<file path="src/hdl/esl_pkg.sv">
// esl_pkg: shared types and constants for the expert slice LRU tag store.
// Word layouts, sequencer states, order-list opcodes and control bundles.
// No dependencies.
package esl_pkg;

  localparam int LAYER_FW  = 8;
  localparam int EXPERT_FW = 8;
  localparam int SLOT_W    = 6;
  localparam int OCC_W     = 7;
  localparam int CNT_W     = 32;
  localparam int CAP_W     = 7;

  localparam logic [CAP_W-1:0] CAP_RESET = 7'd64;

  localparam logic ACT_ACCESS = 1'b0;
  localparam logic ACT_INVAL  = 1'b1;

  typedef struct packed {
    logic                 action;
    logic [LAYER_FW-1:0]  layer_index;
    logic [EXPERT_FW-1:0] expert_index;
    logic                 fill_ok;
  } in_word_t;

  typedef struct packed {
    logic              hit;
    logic              granted;
    logic [SLOT_W-1:0] slot;
    logic              evicted;
    logic [CNT_W-1:0]  hit_total;
    logic [CNT_W-1:0]  miss_total;
    logic [OCC_W-1:0]  occupancy;
  } out_word_t;

  typedef enum logic [2:0] {
    ST_IDLE,
    ST_SCAN,
    ST_TAIL,
    ST_MOVE,
    ST_PACK,
    ST_RESP
  } seq_state_t;

  typedef enum logic [1:0] {
    LOP_MOVE,
    LOP_TAIL,
    LOP_PACK
  } list_op_t;

  typedef struct packed {
    logic start;
    logic inval;
  } scan_ctl_t;

  typedef struct packed {
    logic done;
    logic hit;
  } scan_sts_t;

  typedef struct packed {
    logic     start;
    list_op_t op;
  } list_ctl_t;

endpackage

</file>
<file path="src/hdl/esl_tag_scan.sv">
// esl_tag_scan: tag memory, per-slot valid bits and the one-entry-per-cycle
// compare unit used for lookup, free-slot search and layer invalidation.
// Depends on esl_pkg.
module esl_tag_scan
  import esl_pkg::*;
#(
  parameter int ENTRIES      = 64,
  parameter int LAYER_WIDTH  = 8,
  parameter int EXPERT_WIDTH = 8
) (
  input  logic                        clk,
  input  logic                        rst_n,
  input  scan_ctl_t                   ctl,
  input  logic [LAYER_WIDTH-1:0]      layer_tag,
  input  logic [EXPERT_WIDTH-1:0]     expert_tag,
  output scan_sts_t                   sts,
  output logic [$clog2(ENTRIES)-1:0]  hit_slot,
  output logic [$clog2(ENTRIES)-1:0]  free_slot,
  input  logic                        wr_en,
  input  logic [$clog2(ENTRIES)-1:0]  wr_slot,
  input  logic [$clog2(ENTRIES)-1:0]  probe_slot,
  output logic                        probe_valid
);

  localparam int IDX_W = $clog2(ENTRIES);
  localparam int TAG_W = LAYER_WIDTH + EXPERT_WIDTH;
  localparam logic [IDX_W-1:0] LAST_IDX = IDX_W'(ENTRIES - 1);

  logic [TAG_W-1:0]   tag_mem [ENTRIES];
  logic [TAG_W-1:0]   rd_q_r;

  logic [ENTRIES-1:0] valid_r, valid_nxt;
  logic               busy_r, busy_nxt;
  logic [IDX_W-1:0]   addr_r, addr_nxt;
  logic               chk_r, chk_nxt;
  logic [IDX_W-1:0]   chk_idx_r, chk_idx_nxt;
  logic               inval_r, inval_nxt;
  logic               hit_r, hit_nxt;
  logic [IDX_W-1:0]   hit_slot_r, hit_slot_nxt;
  logic               free_found_r, free_found_nxt;
  logic [IDX_W-1:0]   free_slot_r, free_slot_nxt;
  logic               done_r, done_nxt;
  logic               match;

  always_comb begin
    busy_nxt       = busy_r;
    addr_nxt       = addr_r;
    chk_nxt        = 1'b0;
    chk_idx_nxt    = chk_idx_r;
    inval_nxt      = inval_r;
    hit_nxt        = hit_r;
    hit_slot_nxt   = hit_slot_r;
    free_found_nxt = free_found_r;
    free_slot_nxt  = free_slot_r;
    valid_nxt      = valid_r;
    done_nxt       = 1'b0;

    // layer only for invalidate, full pair for lookup
    match = chk_r && valid_r[chk_idx_r]
            && (rd_q_r[TAG_W-1:EXPERT_WIDTH] == layer_tag)
            && (inval_r || (rd_q_r[EXPERT_WIDTH-1:0] == expert_tag));

    if (ctl.start) begin
      busy_nxt       = 1'b1;
      addr_nxt       = '0;
      inval_nxt      = ctl.inval;
      hit_nxt        = 1'b0;
      free_found_nxt = 1'b0;
    end else if (busy_r) begin
      chk_nxt     = 1'b1;
      chk_idx_nxt = addr_r;
      if (addr_r == LAST_IDX) begin
        busy_nxt = 1'b0;
        addr_nxt = '0;
      end else begin
        addr_nxt = addr_r + 1'b1;
      end
    end

    if (chk_r) begin
      if (match && inval_r) begin
        valid_nxt[chk_idx_r] = 1'b0;
      end
      if (match && !inval_r && !hit_r) begin
        hit_nxt      = 1'b1;
        hit_slot_nxt = chk_idx_r;
      end
      if (!valid_r[chk_idx_r] && !free_found_r) begin
        free_found_nxt = 1'b1;
        free_slot_nxt  = chk_idx_r;
      end
      if (chk_idx_r == LAST_IDX) begin
        done_nxt = 1'b1;
      end
    end

    if (wr_en) begin
      valid_nxt[wr_slot] = 1'b1;
    end
  end

  always_ff @(posedge clk) begin
    if (!rst_n) begin
      valid_r <= '0;
      busy_r  <= 1'b0;
      addr_r  <= '0;
      chk_r   <= 1'b0;
      done_r  <= 1'b0;
    end else begin
      valid_r <= valid_nxt;
      busy_r  <= busy_nxt;
      addr_r  <= addr_nxt;
      chk_r   <= chk_nxt;
      done_r  <= done_nxt;
    end
  end

  always_ff @(posedge clk) begin
    chk_idx_r    <= chk_idx_nxt;
    inval_r      <= inval_nxt;
    hit_r        <= hit_nxt;
    hit_slot_r   <= hit_slot_nxt;
    free_found_r <= free_found_nxt;
    free_slot_r  <= free_slot_nxt;
  end

  // tag memory: one write, one registered read
  always_ff @(posedge clk) begin
    if (wr_en) begin
      tag_mem[wr_slot] <= {layer_tag, expert_tag};
    end
  end

  always_ff @(posedge clk) begin
    rd_q_r <= tag_mem[addr_r];
  end

  assign sts.done    = done_r;
  assign sts.hit     = hit_r;
  assign hit_slot    = hit_slot_r;
  assign free_slot   = free_slot_r;
  assign probe_valid = valid_r[probe_slot];

endmodule

</file>
<file path="src/hdl/esl_order_list.sv">
// esl_order_list: recency list (slot numbers, most recent first) in a memory,
// with a sweep unit for move-to-front/insert, tail read and compaction.
// Depends on esl_pkg.
module esl_order_list
  import esl_pkg::*;
#(
  parameter int ENTRIES = 64
) (
  input  logic                          clk,
  input  logic                          rst_n,
  input  list_ctl_t                     ctl,
  input  logic [$clog2(ENTRIES)-1:0]    slot,
  input  logic [$clog2(ENTRIES+1)-1:0]  len,
  output logic                          done,
  output logic [$clog2(ENTRIES)-1:0]    victim,
  output logic [$clog2(ENTRIES+1)-1:0]  new_len,
  output logic [$clog2(ENTRIES)-1:0]    probe_slot,
  input  logic                          probe_valid
);

  localparam int IDX_W = $clog2(ENTRIES);
  localparam int LEN_W = $clog2(ENTRIES + 1);

  logic [IDX_W-1:0] list_mem [ENTRIES];
  logic [IDX_W-1:0] rd_q_r;

  logic             act_r, act_nxt;
  list_op_t         op_r, op_nxt;
  logic [LEN_W-1:0] len_r, len_nxt;
  logic [LEN_W-1:0] ra_r, ra_nxt;
  logic [LEN_W-1:0] pp_r, pp_nxt;
  logic [LEN_W-1:0] wp_r, wp_nxt;
  logic             chk_r, chk_nxt;
  logic [IDX_W-1:0] carry_r, carry_nxt;
  logic [IDX_W-1:0] slot_r, slot_nxt;
  logic [IDX_W-1:0] victim_r, victim_nxt;
  logic             done_r, done_nxt;

  logic             wr_en;
  logic [IDX_W-1:0] wr_addr;
  logic [IDX_W-1:0] wr_data;
  logic             finish;

  always_comb begin
    act_nxt    = act_r;
    op_nxt     = op_r;
    len_nxt    = len_r;
    ra_nxt     = ra_r;
    pp_nxt     = pp_r;
    wp_nxt     = wp_r;
    chk_nxt    = 1'b0;
    carry_nxt  = carry_r;
    slot_nxt   = slot_r;
    victim_nxt = victim_r;
    done_nxt   = 1'b0;
    wr_en      = 1'b0;
    wr_addr    = pp_r[IDX_W-1:0];
    wr_data    = carry_r;
    finish     = 1'b0;

    if (ctl.start) begin
      act_nxt   = 1'b1;
      op_nxt    = ctl.op;
      len_nxt   = len;
      pp_nxt    = '0;
      wp_nxt    = '0;
      carry_nxt = slot;
      slot_nxt  = slot;
      ra_nxt    = (ctl.op == LOP_TAIL) ? len - 1'b1 : '0;
    end else if (act_r) begin
      // reads run one position ahead of the write side
      if (ra_r < len_r) begin
        ra_nxt  = ra_r + 1'b1;
        chk_nxt = 1'b1;
      end
      unique case (op_r)
        LOP_MOVE: begin
          if (pp_r == len_r) begin
            // slot was not in the list: the carried entry lands past the old tail
            wr_en  = 1'b1;
            finish = 1'b1;
          end else if (chk_r) begin
            wr_en = 1'b1;
            if (rd_q_r == slot_r) begin
              finish = 1'b1;
            end else begin
              carry_nxt = rd_q_r;
              pp_nxt    = pp_r + 1'b1;
            end
          end
        end
        LOP_TAIL: begin
          if (chk_r) begin
            victim_nxt = rd_q_r;
            finish     = 1'b1;
          end
        end
        LOP_PACK: begin
          if (pp_r == len_r) begin
            finish = 1'b1;
          end else if (chk_r) begin
            if (probe_valid) begin
              wr_en   = 1'b1;
              wr_addr = wp_r[IDX_W-1:0];
              wr_data = rd_q_r;
              wp_nxt  = wp_r + 1'b1;
            end
            pp_nxt = pp_r + 1'b1;
          end
        end
        default: begin
          finish = 1'b1;
        end
      endcase
      if (finish) begin
        act_nxt  = 1'b0;
        done_nxt = 1'b1;
      end
    end
  end

  always_ff @(posedge clk) begin
    if (!rst_n) begin
      act_r  <= 1'b0;
      chk_r  <= 1'b0;
      done_r <= 1'b0;
      op_r   <= LOP_MOVE;
    end else begin
      act_r  <= act_nxt;
      chk_r  <= chk_nxt;
      done_r <= done_nxt;
      op_r   <= op_nxt;
    end
  end

  always_ff @(posedge clk) begin
    len_r    <= len_nxt;
    ra_r     <= ra_nxt;
    pp_r     <= pp_nxt;
    wp_r     <= wp_nxt;
    carry_r  <= carry_nxt;
    slot_r   <= slot_nxt;
    victim_r <= victim_nxt;
  end

  always_ff @(posedge clk) begin
    if (wr_en) begin
      list_mem[wr_addr] <= wr_data;
    end
  end

  always_ff @(posedge clk) begin
    rd_q_r <= list_mem[ra_r[IDX_W-1:0]];
  end

  assign done       = done_r;
  assign victim     = victim_r;
  assign new_len    = wp_r;
  assign probe_slot = rd_q_r;

endmodule

</file>
<file path="src/hdl/expert_slice_lru_cache.sv">
// expert_slice_lru_cache: fully associative (layer, expert) tag store, LRU order.
// Top level: request sequencer, counters, capacity register, result register.
// Depends on esl_pkg, esl_tag_scan, esl_order_list.
// Usage:
//   in_*  : request word (access a pair, or invalidate one layer). Taken when
//           in_valid and in_ready are both high; in_ready is high only while
//           the sequencer is idle, one request at a time.
//   out_* : one result word per request, held in an output register until
//           out_ready. A new request is taken while a result still waits;
//           the next result then holds in ST_RESP until the register frees.
//   cfg_* : capacity write, taken on any cycle cfg_we is high (write only
//           while idle). 0 acts as 1, values above ENTRIES act as ENTRIES.
// Sequence of a request: tag scan over all ENTRIES slots, one slot per cycle;
//   then the list sweep, one position per cycle: a hit moves its slot to the front,
//   a fill into a free slot inserts it, an eviction reads the tail and then moves
//   the victim to the front, an invalidate compacts the list, and a miss without fill
//   skips the sweep; then the result. in_ready returns when the result is registered.
// Reset (sync, rst_n low): all slots invalid, counters zero, capacity 64.
// No memory clearing pass; tag and list contents are only read when valid.
module expert_slice_lru_cache
  import esl_pkg::*;
#(
  parameter int ENTRIES      = 64,
  parameter int LAYER_WIDTH  = 8,
  parameter int EXPERT_WIDTH = 8
) (
  input  logic             clk,
  input  logic             rst_n,
  input  logic             in_valid,
  output logic             in_ready,
  input  in_word_t         in_data,
  output logic             out_valid,
  input  logic             out_ready,
  output out_word_t        out_data,
  input  logic             cfg_we,
  input  logic [CAP_W-1:0] cfg_wdata
);

  localparam int IDX_W = $clog2(ENTRIES);
  localparam int LEN_W = $clog2(ENTRIES + 1);
  localparam int CMP_W = (LEN_W > CAP_W) ? LEN_W : CAP_W;

  seq_state_t        state_r, state_nxt;
  in_word_t          req_r;
  logic [CAP_W-1:0]  cap_r;
  logic [LEN_W-1:0]  occ_r, occ_nxt;
  logic [CNT_W-1:0]  hit_cnt_r, hit_cnt_nxt;
  logic [CNT_W-1:0]  miss_cnt_r, miss_cnt_nxt;
  logic              res_hit_r, res_hit_nxt;
  logic              res_granted_r, res_granted_nxt;
  logic [IDX_W-1:0]  res_slot_r, res_slot_nxt;
  logic              res_evicted_r, res_evicted_nxt;
  logic              grow_r, grow_nxt;
  logic              out_valid_r, out_valid_nxt;
  out_word_t         out_data_r, out_data_nxt;

  logic [CMP_W-1:0]  cap_eff;
  logic              full;

  scan_ctl_t         scan_ctl;
  scan_sts_t         scan_sts;
  logic [IDX_W-1:0]  scan_hit_slot;
  logic [IDX_W-1:0]  scan_free_slot;
  logic              tag_wr_en;
  logic [IDX_W-1:0]  tag_wr_slot;
  logic [IDX_W-1:0]  probe_slot;
  logic              probe_valid;

  list_ctl_t         list_ctl;
  logic [IDX_W-1:0]  list_slot;
  logic              list_done;
  logic [IDX_W-1:0]  list_victim;
  logic [LEN_W-1:0]  list_new_len;

  logic [LAYER_WIDTH-1:0]  layer_tag;
  logic [EXPERT_WIDTH-1:0] expert_tag;

  // tags keep the low LAYER_WIDTH / EXPERT_WIDTH bits of the request fields
  assign layer_tag  = LAYER_WIDTH'(req_r.layer_index);
  assign expert_tag = EXPERT_WIDTH'(req_r.expert_index);

  // clamp capacity into 1 .. ENTRIES
  always_comb begin
    cap_eff = CMP_W'(cap_r);
    if (cap_r == '0) begin
      cap_eff = CMP_W'(1);
    end else if (CMP_W'(cap_r) > CMP_W'(ENTRIES)) begin
      cap_eff = CMP_W'(ENTRIES);
    end
  end

  assign full = (CMP_W'(occ_r) >= cap_eff);

  esl_tag_scan #(
    .ENTRIES      (ENTRIES),
    .LAYER_WIDTH  (LAYER_WIDTH),
    .EXPERT_WIDTH (EXPERT_WIDTH)
  ) u_tag_scan (
    .clk         (clk),
    .rst_n       (rst_n),
    .ctl         (scan_ctl),
    .layer_tag   (layer_tag),
    .expert_tag  (expert_tag),
    .sts         (scan_sts),
    .hit_slot    (scan_hit_slot),
    .free_slot   (scan_free_slot),
    .wr_en       (tag_wr_en),
    .wr_slot     (tag_wr_slot),
    .probe_slot  (probe_slot),
    .probe_valid (probe_valid)
  );

  esl_order_list #(
    .ENTRIES (ENTRIES)
  ) u_order_list (
    .clk         (clk),
    .rst_n       (rst_n),
    .ctl         (list_ctl),
    .slot        (list_slot),
    .len         (occ_r),
    .done        (list_done),
    .victim      (list_victim),
    .new_len     (list_new_len),
    .probe_slot  (probe_slot),
    .probe_valid (probe_valid)
  );

  // sequencer: scan, then optional tail read, then list sweep (none on a miss without fill), then result
  always_comb begin
    state_nxt       = state_r;
    occ_nxt         = occ_r;
    hit_cnt_nxt     = hit_cnt_r;
    miss_cnt_nxt    = miss_cnt_r;
    res_hit_nxt     = res_hit_r;
    res_granted_nxt = res_granted_r;
    res_slot_nxt    = res_slot_r;
    res_evicted_nxt = res_evicted_r;
    grow_nxt        = grow_r;
    out_valid_nxt   = out_valid_r && !out_ready;
    out_data_nxt    = out_data_r;
    scan_ctl.start  = 1'b0;
    scan_ctl.inval  = 1'b0;
    list_ctl.start  = 1'b0;
    list_ctl.op     = LOP_MOVE;
    list_slot       = scan_hit_slot;
    tag_wr_en       = 1'b0;
    tag_wr_slot     = scan_free_slot;
    in_ready        = (state_r == ST_IDLE);

    unique case (state_r)
      ST_IDLE: begin
        if (in_valid) begin
          scan_ctl.start  = 1'b1;
          scan_ctl.inval  = (in_data.action == ACT_INVAL);
          res_hit_nxt     = 1'b0;
          res_granted_nxt = 1'b0;
          res_slot_nxt    = '0;
          res_evicted_nxt = 1'b0;
          grow_nxt        = 1'b0;
          state_nxt       = ST_SCAN;
        end
      end
      ST_SCAN: begin
        if (scan_sts.done) begin
          if (req_r.action == ACT_INVAL) begin
            list_ctl.start = 1'b1;
            list_ctl.op    = LOP_PACK;
            state_nxt      = ST_PACK;
          end else if (scan_sts.hit) begin
            if (hit_cnt_r != {CNT_W{1'b1}}) begin
              hit_cnt_nxt = hit_cnt_r + 1'b1;
            end
            res_hit_nxt     = 1'b1;
            res_granted_nxt = 1'b1;
            res_slot_nxt    = scan_hit_slot;
            list_ctl.start  = 1'b1;
            list_slot       = scan_hit_slot;
            state_nxt       = ST_MOVE;
          end else begin
            if (miss_cnt_r != {CNT_W{1'b1}}) begin
              miss_cnt_nxt = miss_cnt_r + 1'b1;
            end
            if (!req_r.fill_ok) begin
              state_nxt = ST_RESP;
            end else if (full) begin
              // LRU victim is the tail of the recency list
              list_ctl.start = 1'b1;
              list_ctl.op    = LOP_TAIL;
              state_nxt      = ST_TAIL;
            end else begin
              tag_wr_en       = 1'b1;
              tag_wr_slot     = scan_free_slot;
              res_granted_nxt = 1'b1;
              res_slot_nxt    = scan_free_slot;
              grow_nxt        = 1'b1;
              list_ctl.start  = 1'b1;
              list_slot       = scan_free_slot;
              state_nxt       = ST_MOVE;
            end
          end
        end
      end
      ST_TAIL: begin
        if (list_done) begin
          // replace in place: victim moves to the front with the new tag
          tag_wr_en       = 1'b1;
          tag_wr_slot     = list_victim;
          res_granted_nxt = 1'b1;
          res_slot_nxt    = list_victim;
          res_evicted_nxt = 1'b1;
          list_ctl.start  = 1'b1;
          list_slot       = list_victim;
          state_nxt       = ST_MOVE;
        end
      end
      ST_MOVE: begin
        if (list_done) begin
          if (grow_r) begin
            occ_nxt = occ_r + 1'b1;
          end
          state_nxt = ST_RESP;
        end
      end
      ST_PACK: begin
        if (list_done) begin
          occ_nxt   = list_new_len;
          state_nxt = ST_RESP;
        end
      end
      ST_RESP: begin
        if (!out_valid_r || out_ready) begin
          out_valid_nxt          = 1'b1;
          out_data_nxt.hit        = res_hit_r;
          out_data_nxt.granted    = res_granted_r;
          out_data_nxt.slot       = SLOT_W'(res_slot_r);
          out_data_nxt.evicted    = res_evicted_r;
          out_data_nxt.hit_total  = hit_cnt_r;
          out_data_nxt.miss_total = miss_cnt_r;
          out_data_nxt.occupancy  = OCC_W'(occ_r);
          state_nxt              = ST_IDLE;
        end
      end
      default: begin
        state_nxt = ST_IDLE;
      end
    endcase
  end

  always_ff @(posedge clk) begin
    if (!rst_n) begin
      state_r     <= ST_IDLE;
      cap_r       <= CAP_RESET;
      occ_r       <= '0;
      hit_cnt_r   <= '0;
      miss_cnt_r  <= '0;
      out_valid_r <= 1'b0;
    end else begin
      state_r     <= state_nxt;
      occ_r       <= occ_nxt;
      hit_cnt_r   <= hit_cnt_nxt;
      miss_cnt_r  <= miss_cnt_nxt;
      out_valid_r <= out_valid_nxt;
      if (cfg_we) begin
        cap_r <= cfg_wdata;
      end
    end
  end

  always_ff @(posedge clk) begin
    if (in_valid && in_ready) begin
      req_r <= in_data;
    end
    res_hit_r     <= res_hit_nxt;
    res_granted_r <= res_granted_nxt;
    res_slot_r    <= res_slot_nxt;
    res_evicted_r <= res_evicted_nxt;
    grow_r        <= grow_nxt;
    out_data_r    <= out_data_nxt;
  end

  assign out_valid = out_valid_r;
  assign out_data  = out_data_r;

endmodule
</file>
<file path="config.mk">
export PLATFORM = sky130hd
export DESIGN_NAME = expert_slice_lru_cache
export DESIGN_NICKNAME = d
export VERILOG_FILES = /design/src/hdl/esl_pkg.sv /design/src/hdl/esl_tag_scan.sv /design/src/hdl/esl_order_list.sv /design/src/hdl/expert_slice_lru_cache.sv
export SDC_FILE = /design/constraint.sdc
export NUM_CORES = 2
export LEC_CHECK = 0
export BUFFER_PORTS_ARGS = -buffer_cell sky130_fd_sc_hd__buf_4
export CORE_ASPECT_RATIO = 0.7
export CORE_UTILIZATION = 54
export CTS_BUF_LIST = sky130_fd_sc_hd__clkbuf_8
export DETAILED_ROUTE_END_ITERATION = 12
export PLACE_DENSITY = 0.73
export REMOVE_ABC_BUFFERS = 1
export SYNTH_ARGS = -nofsm -noshare
export SYNTH_HDL_FRONTEND = slang
export SYNTH_SLANG_ARGS = --single-unit
</file>
<file path="constraint.sdc">
create_clock -name clk -period 11.9 [get_ports clk]
set_clock_uncertainty 0.2 [all_clocks]
set_input_delay 2.975 -clock clk [delete_from_list [all_inputs] [get_ports clk]]
set_output_delay 2.975 -clock clk [all_outputs]
set_load 0.005 [all_outputs]
</file>
==> results.toml <==
[timing]
setup_viol = 0
slew_headroom_pct = 3.52
hold_viol_final = 0
setup_ws_ns = 6.82
whs_ns = 0.220
rsz0062_at_grt = "false"
worstMarginPinSlew_ns = 1.44
setup_tns_ns = 0
layout_min_cycle_time_ns = 5.08
fmax_mhz = 197
maxSlewViolCount = 0
post-route-period-util_pct = 42.7

[pwr]
power.total_mw = 12.8
ir_drop_mv = 0.112
leakage_nw = 24.8
power-per-cell-area_nw_per_um2 = 163

[detailed_routing]
ant_nets = 0
drc = 0
dr_total_vias = 37600
wirelength_um = 167000
drtIter0Drc = 5373
routedWlPerCell_um = 28.4
first_pass_iters = 9
drt-vias-per-instance = 6.42

[synth]
synth_fa_ha_area_share_pct = 0.372
synth_compound_area_share_pct = 3.96
synth_cell_types = 80
synth_top_family_by_area = "multiplexers"
synth_ff_type = "edfxtp_1"
netlist_instances = 3679
syn-cell-area_um2 = 70600
synthMuxAreaShare_pct = 16.1
yosysWarnings = 0
synth_edf_count = 1567
ys_async_sr_fraction_pct = 0
yosys.area_share.xor_xnor_pct = 1.28
synth_area_per_cell_um2 = 19.2
ys_seq_area_share_pct = 72.3
synthSimpleGateAreaFrac_pct = 4.25
ys_ff_latch = 1765

[clock_network]
htreeDepth = 5
insertion_delay_ns = 1.01
cts.repair.resized = 0
cts_setup_buffers = 0
clockBufferDepth = 4
cts_hold_buf = 0
clock-sinks = 1765
cts_tree = "built"
cts_root_buf = "clkbuf_8"
tritoncts.num_buffers = 276
cts.reportedPaths.clkPinSlew_ns = 0.06

[setup_path]
critPathLaunchType = "flip-flop"
cp_data_required_time_ns = 8.73
arrival_ns = 1.91
worstPathMaxFanout = 15
crit_type = "reg -> out"
end_kind = "output port"

[placement]
place_ws_ns = 6.81
gp_congestion = 0.966
dpl-instance-area_um2 = 73600
dp_hpwl_um = 102000
dp.cells = 5401
numPortBuffers = 111

[layout]
fin_area_um2 = 78400
layout.nets = 3995
fin_util_pct = 60.7
layout_common_cells = "edfxtp_1 (1567), mux4_2 (476), clkbuf_8 (291)"
fin_cells = 5864
drive_gt1_share_pct = 26.4
area_delta_synth_final_pct = 11.1
final_common_cell = "edfxtp_1"

[global_routing]
grt_antenna_before_repair = 8
grt_pass1_wl_um = 246000
grtUsageTotal_pct = 25.5
grt_pass1_vias = 36300
grt_overflow = 0
grt_max_degree = 142

[run]
maxCapViolCount = 0

[run_status]
status = "completed"

[die]
die_height_um = 305
initial_utilization_pct = 54.7
fp.coreArea_um2 = 129000
fp-row-count = 110
die-area_um2 = 132000
io_pins = 112
fp.dieW_um = 434

[hold_path]
hold_class = "reg -> reg"
## sequential cells by signal, summed over array words and instances, names as in the netlist, 7 cells and up
| signal | flops |
|---|---|
| u_tag_scan.valid_r | 64 |
| u_tag_scan.tag_mem | 1024 |
| out_data | 80 |
| u_tag_scan.rd_q_r | 16 |
| occ_r | 7 |
| expert_tag | 8 |
| u_order_list.len_r | 7 |
| cap_r | 7 |
| miss_cnt_r | 32 |
| u_order_list.ra_r | 7 |
| layer_tag | 8 |
| hit_cnt_r | 32 |
| u_order_list.list_mem | 384 |
| u_order_list.pp_r | 7 |
| u_order_list.new_len | 7 |
## path summary, 6_finish.rpt
path	start	endpoint	depth (start not counted)	slack (ns)
min reg2reg	res_slot_r[5]	out_data[77]	0	0.22
max reg2reg	u_order_list.probe_slot[0]	u_order_list.list_mem[14][2]	7	6.86
min	res_slot_r[5]	out_data[77]	0	0.22
max	state_r[0]	in_ready	2	6.82
## cells in the mapped netlist (all sizes together), types with 19 or more instances
master	n	share of area (%)
inv	72	0.38
o32ai	63	0.78
and3	22	0.19
xnor2	49	0.61
buf	93	0.74
nor2b	20	0.18
nand4	22	0.20
ha	21	0.37
dfxtp	198	5.6
nand2b	19	0.17
o41a	27	0.43
nor3	63	0.45
o21a	37	0.39
mux2i	35	0.50
nand2	145	0.77
clkbuf	122	0.65
xor2	54	0.67
o41ai	30	0.37
nand3b	19	0.21
nor2	135	0.72
o21ai	41	0.30
edfxtp	1567	67
nand3	74	0.52
a21oi	81	0.57
mux4	482	15
## logic make-up after synthesis
family          after synthesis
mux                         530
buf+inv                     287
xor+xnor                    103
fa+ha+maj                    21
simple gates                601
compound gates              372
flops                      1765
## critical path, cell delays in order (launching register included)
cell,delay (ns)
dfxtp_1,0.44
nor3_1,0.35
buf_4,0.17
## report_power, final
| group | switching (mW) | total (mW) | leakage [nW] | internal, mW |
|---|---|---|---|---|
| registers | 0.0746 | 7.06 | 15.7 | 6.98 |
| logic | 0.687 | 1.06 | 6.26 | 0.376 |
| clock network | 2.28 | 4.66 | 2.81 | 2.38 |
## layout make-up
| type | instances | area [um2] |
|---|---|---|
| timing repair buffer | 202 | 1560 |
| inverter | 72 | 272 |
| antenna | 4 | 10.0 |
| fill | 9125 | 50700 |
| tap | 1736 | 2170 |
| multi-input combinational | 1627 | 18500 |
| clock buffer | 291 | 4010 |
| sequential | 1765 | 51000 |
| clock inverter | 167 | 842 |
## routing by layer
layer	vias to the layer above	part of all wire (%)	track usage [%]
met5	-	0.030	0.219
met4	6	2.1	6.49
met3	313	12	7.13
met2	2262	42	34.0
met1	19400	44	41.2
li1	15700	-	-
Power figures use the tool's default switching activity.
